## config.mk

```make
export PLATFORM = sky130hd
export DESIGN_NAME = sort_jobs_round_robin_deal
export DESIGN_NICKNAME = d
export VERILOG_FILES = /design/src/hdl/sjrr_pkg.sv /design/src/hdl/sort_jobs_round_robin_deal.sv /design/src/hdl/sjrr_dealer.sv
export SDC_FILE = /design/constraint.sdc
export NUM_CORES = 1
export LEC_CHECK = 0
export ABC_AREA = 0
export BUFFER_PORTS_ARGS = -buffer_cell sky130_fd_sc_hd__clkbuf_2
export CAP_MARGIN = 30
export CORE_MARGIN = 3
export CORE_UTILIZATION = 57
export CTS_BUF_LIST = sky130_fd_sc_hd__clkbuf_8
export CTS_CLUSTER_DIAMETER = 100
export DETAILED_ROUTE_END_ITERATION = 10
export HOLD_SLACK_MARGIN = 0.02
export PLACE_DENSITY = 0.79
export RECOVER_POWER = 25
export SYNTH_ARGS = -nofsm -noshare
export SYNTH_HDL_FRONTEND = slang
export SYNTH_SLANG_ARGS = --single-unit
```

## constraint.sdc

```tcl
create_clock -name clk_i -period 3.77 [get_ports clk_i]
set_input_delay 0.1885 -clock clk_i [delete_from_list [all_inputs] [get_ports clk_i]]
set_output_delay 0.1885 -clock clk_i [all_outputs]
set_load 0.01 [all_outputs]
```

## src/hdl/sjrr_pkg.sv

```systemverilog
`timescale 1ns / 1ps
// ----------------------------------------------------------------------------
// sjrr_pkg: shared constants for the job sort and round-robin dealer
// Field widths and parameter defaults used by the top level and the dealer.
// ----------------------------------------------------------------------------
package sjrr_pkg;

  // Batch size default
  localparam int unsigned JOBS_DEFAULT = 8;

  // Field widths
  localparam int unsigned LEN_W    = 8;
  localparam int unsigned WORKER_W = 8;
  localparam int unsigned SLOT_W   = 3;

  // Worker count after reset
  localparam logic [WORKER_W-1:0] WORKER_COUNT_RESET = WORKER_W'(1);

endpackage

```

## src/hdl/sort_jobs_round_robin_deal.sv

```systemverilog
`timescale 1ns / 1ps
// ----------------------------------------------------------------------------
// sort_jobs_round_robin_deal: batch exchange sort and round-robin dealer
//
//   channel   | handshake                 | payload
//   ----------+---------------------------+---------------------------------
//   in        | in_valid_i / in_ready_o   | job_length_i
//   out       | out_valid_o / out_ready_i | worker_index_o, slot_index_o,
//             |                           | assigned_length_o, last_result_o
//   config    | worker_count_we_i         | worker_count_i
//
// Loads are accepted back to back. On the last load of a batch the block
// sorts with one comparator and a one-write, one-read job store: each pass
// reads its outer entry, compares it with every later entry and writes the
// smallest back. Dealing then reads each result from the store and loads it
// into the output register. in_ready_o is low from the last load until the
// final result is in the output register; a stalled output holds the
// dealer. Reset clears control state only; the job store is not cleared.
// ----------------------------------------------------------------------------
module sort_jobs_round_robin_deal import sjrr_pkg::*; #(
  parameter int unsigned JOBS = JOBS_DEFAULT
) (
  input  logic                clk_i,
  input  logic                rst_ni,
  input  logic                worker_count_we_i,
  input  logic [WORKER_W-1:0] worker_count_i,
  input  logic                in_valid_i,
  output logic                in_ready_o,
  input  logic [LEN_W-1:0]    job_length_i,
  output logic                out_valid_o,
  input  logic                out_ready_i,
  output logic [WORKER_W-1:0] worker_index_o,
  output logic [SLOT_W-1:0]   slot_index_o,
  output logic [LEN_W-1:0]    assigned_length_o,
  output logic                last_result_o
);

  localparam int unsigned AW = $clog2(JOBS);

  typedef enum logic [2:0] {
    S_LOAD,
    S_RDA,
    S_LDA,
    S_CMP,
    S_WB,
    S_RD,
    S_OUT
  } state_e;

  state_e              state_q, state_d;
  logic [AW-1:0]       load_cnt_q, load_cnt_d;
  logic [AW-1:0]       a_q, a_d;
  logic [AW-1:0]       b_q, b_d;
  logic [LEN_W-1:0]    cur_q, cur_d;
  logic [WORKER_W-1:0] nw_q;
  logic [WORKER_W-1:0] nw_eff;

  logic                out_valid_q, out_valid_d;
  logic [WORKER_W-1:0] worker_q, worker_d;
  logic [SLOT_W-1:0]   slot_q, slot_d;
  logic [LEN_W-1:0]    len_q, len_d;
  logic                last_q, last_d;

  logic [LEN_W-1:0]    mem [JOBS];
  logic                we;
  logic [AW-1:0]       waddr;
  logic [LEN_W-1:0]    wdata;
  logic [AW-1:0]       raddr;
  logic [LEN_W-1:0]    rd_data_q;

  logic                in_xfer;
  logic                ld_out;
  logic                deal_start;
  logic                deal_step;
  logic [AW-1:0]       deal_addr;
  logic [WORKER_W-1:0] deal_worker;
  logic [SLOT_W-1:0]   deal_slot;
  logic                deal_last;

  // A worker count of zero deals as one worker
  assign nw_eff = (nw_q == '0) ? WORKER_W'(1) : nw_q;

  sjrr_dealer #(
    .JOBS (JOBS)
  ) u_dealer (
    .clk_i    (clk_i),
    .rst_ni   (rst_ni),
    .start_i  (deal_start),
    .step_i   (deal_step),
    .nw_i     (nw_eff),
    .addr_o   (deal_addr),
    .worker_o (deal_worker),
    .slot_o   (deal_slot),
    .last_o   (deal_last)
  );

  assign in_ready_o = (state_q == S_LOAD);
  assign in_xfer    = in_valid_i && in_ready_o;
  assign ld_out     = (state_q == S_OUT) && (!out_valid_q || out_ready_i);
  assign deal_step  = ld_out;

  // Sequencer: load, exchange sort through one comparator, deal
  always_comb begin
    state_d     = state_q;
    load_cnt_d  = load_cnt_q;
    a_d         = a_q;
    b_d         = b_q;
    cur_d       = cur_q;
    we          = 1'b0;
    waddr       = load_cnt_q;
    wdata       = job_length_i;
    raddr       = a_q;
    deal_start  = 1'b0;
    out_valid_d = out_valid_q && !out_ready_i;
    worker_d    = worker_q;
    slot_d      = slot_q;
    len_d       = len_q;
    last_d      = last_q;

    case (state_q)
      S_LOAD: begin
        if (in_xfer) begin
          we = 1'b1;
          if (load_cnt_q == AW'(JOBS - 1)) begin
            load_cnt_d = '0;
            a_d        = '0;
            state_d    = S_RDA;
          end else begin
            load_cnt_d = load_cnt_q + AW'(1);
          end
        end
      end
      S_RDA: begin
        raddr   = a_q;
        state_d = S_LDA;
      end
      S_LDA: begin
        cur_d   = rd_data_q;
        b_d     = a_q + AW'(1);
        raddr   = a_q + AW'(1);
        state_d = S_CMP;
      end
      S_CMP: begin
        // Swap: the larger value moves out to b, the smaller one is held
        if (cur_q > rd_data_q) begin
          we    = 1'b1;
          waddr = b_q;
          wdata = cur_q;
          cur_d = rd_data_q;
        end
        raddr = b_q + AW'(1);
        if (b_q == AW'(JOBS - 1)) begin
          state_d = S_WB;
        end else begin
          b_d = b_q + AW'(1);
        end
      end
      S_WB: begin
        we    = 1'b1;
        waddr = a_q;
        wdata = cur_q;
        if (a_q == AW'(JOBS - 2)) begin
          deal_start = 1'b1;
          state_d    = S_RD;
        end else begin
          a_d     = a_q + AW'(1);
          state_d = S_RDA;
        end
      end
      S_RD: begin
        raddr   = deal_addr;
        state_d = S_OUT;
      end
      S_OUT: begin
        raddr = deal_addr;
        if (ld_out) begin
          out_valid_d = 1'b1;
          worker_d    = deal_worker;
          slot_d      = deal_slot;
          len_d       = rd_data_q;
          last_d      = deal_last;
          state_d     = deal_last ? S_LOAD : S_RD;
        end
      end
      default: begin
        state_d = S_LOAD;
      end
    endcase
  end

  // Hold state, counters, worker count and the output register
  always_ff @(posedge clk_i or negedge rst_ni) begin
    if (!rst_ni) begin
      state_q     <= S_LOAD;
      load_cnt_q  <= '0;
      a_q         <= '0;
      b_q         <= '0;
      nw_q        <= WORKER_COUNT_RESET;
      out_valid_q <= 1'b0;
      worker_q    <= '0;
      slot_q      <= '0;
      len_q       <= '0;
      last_q      <= 1'b0;
    end else begin
      state_q     <= state_d;
      load_cnt_q  <= load_cnt_d;
      a_q         <= a_d;
      b_q         <= b_d;
      out_valid_q <= out_valid_d;
      worker_q    <= worker_d;
      slot_q      <= slot_d;
      len_q       <= len_d;
      last_q      <= last_d;
      if (worker_count_we_i) begin
        nw_q <= worker_count_i;
      end
    end
  end

  // Held comparator operand
  always_ff @(posedge clk_i) begin
    cur_q <= cur_d;
  end

  // Job store: one write port, one registered read port
  always_ff @(posedge clk_i) begin
    if (we) begin
      mem[waddr] <= wdata;
    end
    rd_data_q <= mem[raddr];
  end

  assign out_valid_o       = out_valid_q;
  assign worker_index_o    = worker_q;
  assign slot_index_o      = slot_q;
  assign assigned_length_o = len_q;
  assign last_result_o     = last_q;

  // The final load of a batch starts the sort
  a_last_load_sorts: assert property (@(posedge clk_i) disable iff (!rst_ni)
    (in_xfer && (load_cnt_q == AW'(JOBS - 1))) |=> (state_q == S_RDA))
    else $error("sort did not start after the final load");

  // The inner index always runs ahead of the outer one
  a_cmp_order: assert property (@(posedge clk_i) disable iff (!rst_ni)
    (state_q == S_CMP) |-> (b_q > a_q))
    else $error("compare index not above outer index");

  // Loading the flagged result returns the block to loading
  a_last_frees_input: assert property (@(posedge clk_i) disable iff (!rst_ni)
    (ld_out && deal_last) |=> (state_q == S_LOAD) && out_valid_o && last_result_o)
    else $error("final result did not end the batch");

  // The load count is clear outside loading
  a_cnt_idle: assert property (@(posedge clk_i) disable iff (!rst_ni)
    (state_q != S_LOAD) |-> (load_cnt_q == '0))
    else $error("load count nonzero during sort or deal");

endmodule

```

## src/hdl/sjrr_dealer.sv

```systemverilog
`timescale 1ns / 1ps
// ----------------------------------------------------------------------------
// sjrr_dealer: round-robin position walker
// Walks sorted positions worker by worker: w, w+W, w+2W, ... then the next
// worker, and flags the final position of the batch.
// ----------------------------------------------------------------------------
module sjrr_dealer import sjrr_pkg::*; #(
  parameter int unsigned JOBS = JOBS_DEFAULT
) (
  input  logic                       clk_i,
  input  logic                       rst_ni,
  input  logic                       start_i,
  input  logic                       step_i,
  input  logic [WORKER_W-1:0]        nw_i,
  output logic [$clog2(JOBS)-1:0]    addr_o,
  output logic [WORKER_W-1:0]        worker_o,
  output logic [SLOT_W-1:0]          slot_o,
  output logic                       last_o
);

  localparam int unsigned AW = $clog2(JOBS);
  localparam int unsigned PW = $clog2(JOBS + 256);
  localparam int unsigned WW = $clog2(JOBS + 1);

  logic [PW-1:0]     pos_q, pos_d;
  logic [WW-1:0]     w_q, w_d;
  logic [SLOT_W-1:0] slot_q, slot_d;
  logic [PW-1:0]     pos_sum;
  logic [PW-1:0]     w_inc;
  logic              wrap;

  // Next position of this worker, or first position of the next worker
  assign pos_sum = pos_q + PW'(nw_i);
  assign w_inc   = PW'(w_q) + PW'(1);
  assign wrap    = pos_sum >= PW'(JOBS);
  assign last_o  = wrap && ((w_inc >= PW'(nw_i)) || (w_inc >= PW'(JOBS)));

  always_comb begin
    pos_d  = pos_q;
    w_d    = w_q;
    slot_d = slot_q;
    if (start_i) begin
      pos_d  = '0;
      w_d    = '0;
      slot_d = '0;
    end else if (step_i) begin
      if (wrap) begin
        pos_d  = w_inc;
        w_d    = w_q + WW'(1);
        slot_d = '0;
      end else begin
        pos_d  = pos_sum;
        slot_d = slot_q + SLOT_W'(1);
      end
    end
  end

  always_ff @(posedge clk_i or negedge rst_ni) begin
    if (!rst_ni) begin
      pos_q  <= '0;
      w_q    <= '0;
      slot_q <= '0;
    end else begin
      pos_q  <= pos_d;
      w_q    <= w_d;
      slot_q <= slot_d;
    end
  end

  assign addr_o   = pos_q[AW-1:0];
  assign worker_o = WORKER_W'(w_q);
  assign slot_o   = slot_q;

endmodule

```

==> impl_results.rst <==
.. list-table::
   :header-rows: 1

   * - Metric
     - Value
   * - Final setup slack of the worst path
     - around 0.24 ns
   * - Number of optimization iterations in the first detailed-route pass
     - 5
   * - H-tree Lvls
     - 4
   * - Number of warning messages in the yosys log
     - 0
   * - Leakage power of the design
     - around 3.3 nW
   * - Post-layout nets
     - ~650
   * - WL per Instance
     - 18.3 µm
   * - Worst flop-to-flop path startpoint
     - nw_q[7]$_DFFE_PN0P_
   * - Final wirelength
     - about 14000 µm
   * - Register-to-register path setup slack
     - roughly 0.24 ns
   * - Class of the tightest hold or removal check
     - in2reg
   * - Area Overhead vs Synth
     - 13.7%
   * - Category of the worst setup path launch point
     - flip-flop
   * - GRT Total Usage
     - 0.228
   * - Number of flops mapped to enable cells by yosys
     - between 70 and 80
   * - Via count
     - 4400
   * - Height of the die
     - between 100 and 150 µm
   * - Startpoint of the most critical hold path
     - out_ready_i
   * - FFs w/ async S/R, synth
     - 0.398
   * - Critical Path Sink Type
     - flip-flop
   * - Top flip-flop cell by instance count after synthesis
     - edfxtp_1
   * - Detail Route Antenna Nets
     - 0
   * - Reg2reg path depth
     - 11
   * - Highest achievable clock rate
     - between 200 and 300 MHz
   * - Die Area
     - between 10000 and 15000 µm²
   * - Top fanout value on the critical path
     - 10
   * - Violations in the final reports
     - max-capacitance violations, max-slew violations
   * - Cell types occupying the most area after synthesis
     - edfxtp_1 (33%), dfrtp_1 (20%), mux2i_1 (8.3%)
   * - Critical path class
     - reg2reg
   * - Proportion of netlist area held by the largest area contributor
     - 0.334
   * - IR Drop Worst-Case VDD
     - 0.484 mV
   * - Overall power after layout
     - 7.06 mW
   * - Diode insertion count for antenna repair
     - 0
   * - Post-synth cell types
     - between 60 and 70
   * - Max cap viols
     - 1
   * - Gate count after technology mapping
     - 536
   * - Largest net degree at the start of global routing
     - 54
   * - Maximum buffer depth of the clock tree
     - 2
   * - Initial standard-cell utilization of the core
     - 0.590
   * - Storage element area
     - 3650 µm²
   * - Final period utilization
     - 0.935
   * - Num Clock Sinks
     - 133
   * - Unrepaired setup endpoints after global routing
     - no
   * - Relative slew margins
     - -0.883
   * - Number of slew-limit violations in the final report
     - 54
   * - Number of hold violations in the final report
     - 0
   * - Result of the run
     - finished, violations left
   * - Setup repair bufs after CTS
     - 0
   * - Syn_area_per_cell
     - 12.1 µm²
   * - Floorplan row count
     - 38
   * - Via count of the first global-routing pass
     - around 4500
   * - Terminating pin of the worst hold path
     - out_valid_o$_DFF_PN0_
   * - Pre-CTS setup slack
     - 0.297 ns
   * - Final setup viols
     - 0
   * - Port Buf Inserts
     - 38
   * - Worst Clk Skew
     - around 0.013 ns
   * - Instance count along the most critical hold path
     - 3
   * - Root Buffer Master
     - clkbuf_8
   * - Register bit count reported by yosys
     - roughly 130
   * - Leading area contributor after synthesis
     - edfxtp_1
   * - Worst hold-check slack
     - ~0.068 ns
   * - Setup Total Neg Slack
     - 0 ns
   * - Core area
     - approximately 11000 µm²
   * - Worst Max-Slew Pin Slew
     - about 2.8 ns
   * - Source-to-sink clock delay at the later pin of the worst-skew pair
     - between 0.4 and 0.5 ns
   * - Synthesized area
     - ~6500 µm²
   * - Placer Congestion
     - between 0.8 and 0.9
   * - Post-CTS clock slew at the launch and capture registers of the worst setup and hold paths
     - about 0.080 ns
   * - Number of buffers added by the clock tree synthesis step
     - 17
   * - R2R Path End
     - last_result_o$_DFFE_PN0P_
   * - Post-route DRC
     - 0
   * - Proportion of layout cells with a drive suffix above 1
     - 0.195
   * - Share of the yosys chip area belonging to registers
     - 0.564
   * - Post-cts gate resize count
     - 0
   * - Tmin final
     - between 3 and 4 ns
   * - Count of boundary I/O pins
     - 43
   * - P per Cell Area
     - between 900 and 1000 nW/µm²
   * - WP data arrival
     - a little under 4 ns
   * - Clock tree from TritonCTS
     - yes
   * - Required time of the worst setup path
     - about 4.1 ns
   * - Placed wire-length estimate
     - around 9400 µm
   * - Initial DRC Count
     - 428
   * - Vias per cell
     - between 5 and 6
   * - Number of antenna violations at the first check in global routing
     - 0
   * - First-pass GRT wire length
     - around 23000 µm
   * - Fill cells
     - 810
   * - Total congestion overflow
     - 0
   * - Final Core Density
     - 0.671
   * - Area occupied by multi-input gates
     - between 2000 and 3000 µm²
   * - Width of the die
     - between 100 and 150 µm
## critical path, stage by stage, from the launching register on
cell,delay (ns)
dfrtp_1,0.38
nor3_1,0.10
a41o_1,0.26
ha_1,0.21
fa_1,0.43
a21o_2,0.24
a221oi_2,0.24
a41oi_1,0.09
a211oi_1,0.28
or4b_1,0.71
o31a_4,0.22
mux2_4,0.26
## cell type report
type	instances	share of cell area
clock buffer	20	0.0374
inverter	19	0.00968
tap	140	0.0238
timing repair buffer	66	0.0595
sequential	133	0.495
multi-input combinational	359	0.359
clock inverter	12	0.0155
## timing repair
item	in CTS	in global routing
hold endpoints to repair	60	0
hold buffers	9	0
endpoints found under the setup margin	0	0
## sequential cells by signal, summed over array words and instances, names as in the netlist
signal,flops
a_q,3
assigned_length_o,8
b_q,3
cur_q,8
last_result_o,1
load_cnt_q,3
mem,64
nw_q,8
out_valid_o,1
rd_data_q,8
slot_index_o,3
state_q,3
u_dealer.pos_q,9
u_dealer.slot_o,3
u_dealer.w_q,4
worker_index_o,4
## through the flow
step                instances  cell area [µm²]
detailed placement        708             6890
global route              749             7370
floorplan                 539             6490
finish                    749             7370
CTS                       749             7370
global placement          707             6860
## layer usage
layer  GRT usage  share of wire  vias up
met5           0              0        -
met4      0.0793          0.017        0
met3      0.0507          0.047       24
met2       0.355           0.48      160
met1       0.317           0.45     2129
li1            -              -     2087
## cells in the final DEF, fill, tap and decap left out, types with 5 or more instances in the layout
cell and n:
edfxtp_1 72, nand2_1 63, mux2i_1 54, dfrtp_1 52, clkbuf_2 37, o21ai_0 35
ha_1 30, inv_1 22, mux2_2 21, a21oi_1 20, clkbuf_8 20, nor2_1 17
buf_4 17, nand3_1 9, nor3_1 9, dlygate4sd3_1 9, dfxtp_1 8, nand2b_1 7
and3_1 6, a21o_1 5, o22ai_1 5
## cell families (layout without fill, tap and decap cells)
kind of cell	count (synthesis)	in the layout	share of synthesized area
flops	133	133	0.564
compound gates	104	104	0.106
other cells	1	4	0.000579
buf+inv	47	117	0.0348
mux	76	76	0.122
xor+xnor	6	6	0.00811
simple gates	138	138	0.104
fa+ha+maj	31	31	0.0611
## where the power goes
group / leakage, nW / total, mW / switching (mW) / internal [mW]
Combinational: 1.68 / 3.37 / 1.87 / 1.50
Sequential: 1.38 / 2.53 / 0.333 / 2.20
Clock: 0.206 / 1.15 / 0.525 / 0.629
## synthesized netlist by cell type, types with 4 or more instances
cell type and instances:
a21o_1 5, nor3b_1 4, a221oi_1 4, a21oi_1 20
o21ai_0 35, buf_2 6, nand2b_1 7, inv_1 19
dfxtp_1 8, nor3_1 9, a211oi_1 4, clkbuf_1 13
xor2_1 4, buf_4 5, ha_1 30, edfxtp_1 72
and3_1 6, nor2_1 17, mux2i_1 54, nor2b_1 4
dfrtp_1 52, nand2_1 63, nand3_1 9, mux2_2 21
o22ai_1 5
## worst max-delay path by stage
stage                              startpoint                          end  slack, ns  cells past startpoint
after floorplan            cur_q[1]$_DFFE_PP_          mem[2][0]$_DFFE_PP_       0.04                      8
after global placement    nw_q[5]$_DFFE_PN0P_    last_result_o$_DFFE_PN0P_       0.47                     11
after detailed placement  nw_q[7]$_DFFE_PN0P_    last_result_o$_DFFE_PN0P_       0.30                     11
after CTS                 nw_q[7]$_DFFE_PN0P_  u_dealer.w_q[3]$_DFFE_PN0P_       0.28                     11
after global routing      nw_q[6]$_DFFE_PN0P_  u_dealer.w_q[3]$_DFFE_PN0P_       0.05                     11
final                     nw_q[7]$_DFFE_PN0P_    last_result_o$_DFFE_PN0P_       0.24                     11
Power figures use the tool's default switching activity.
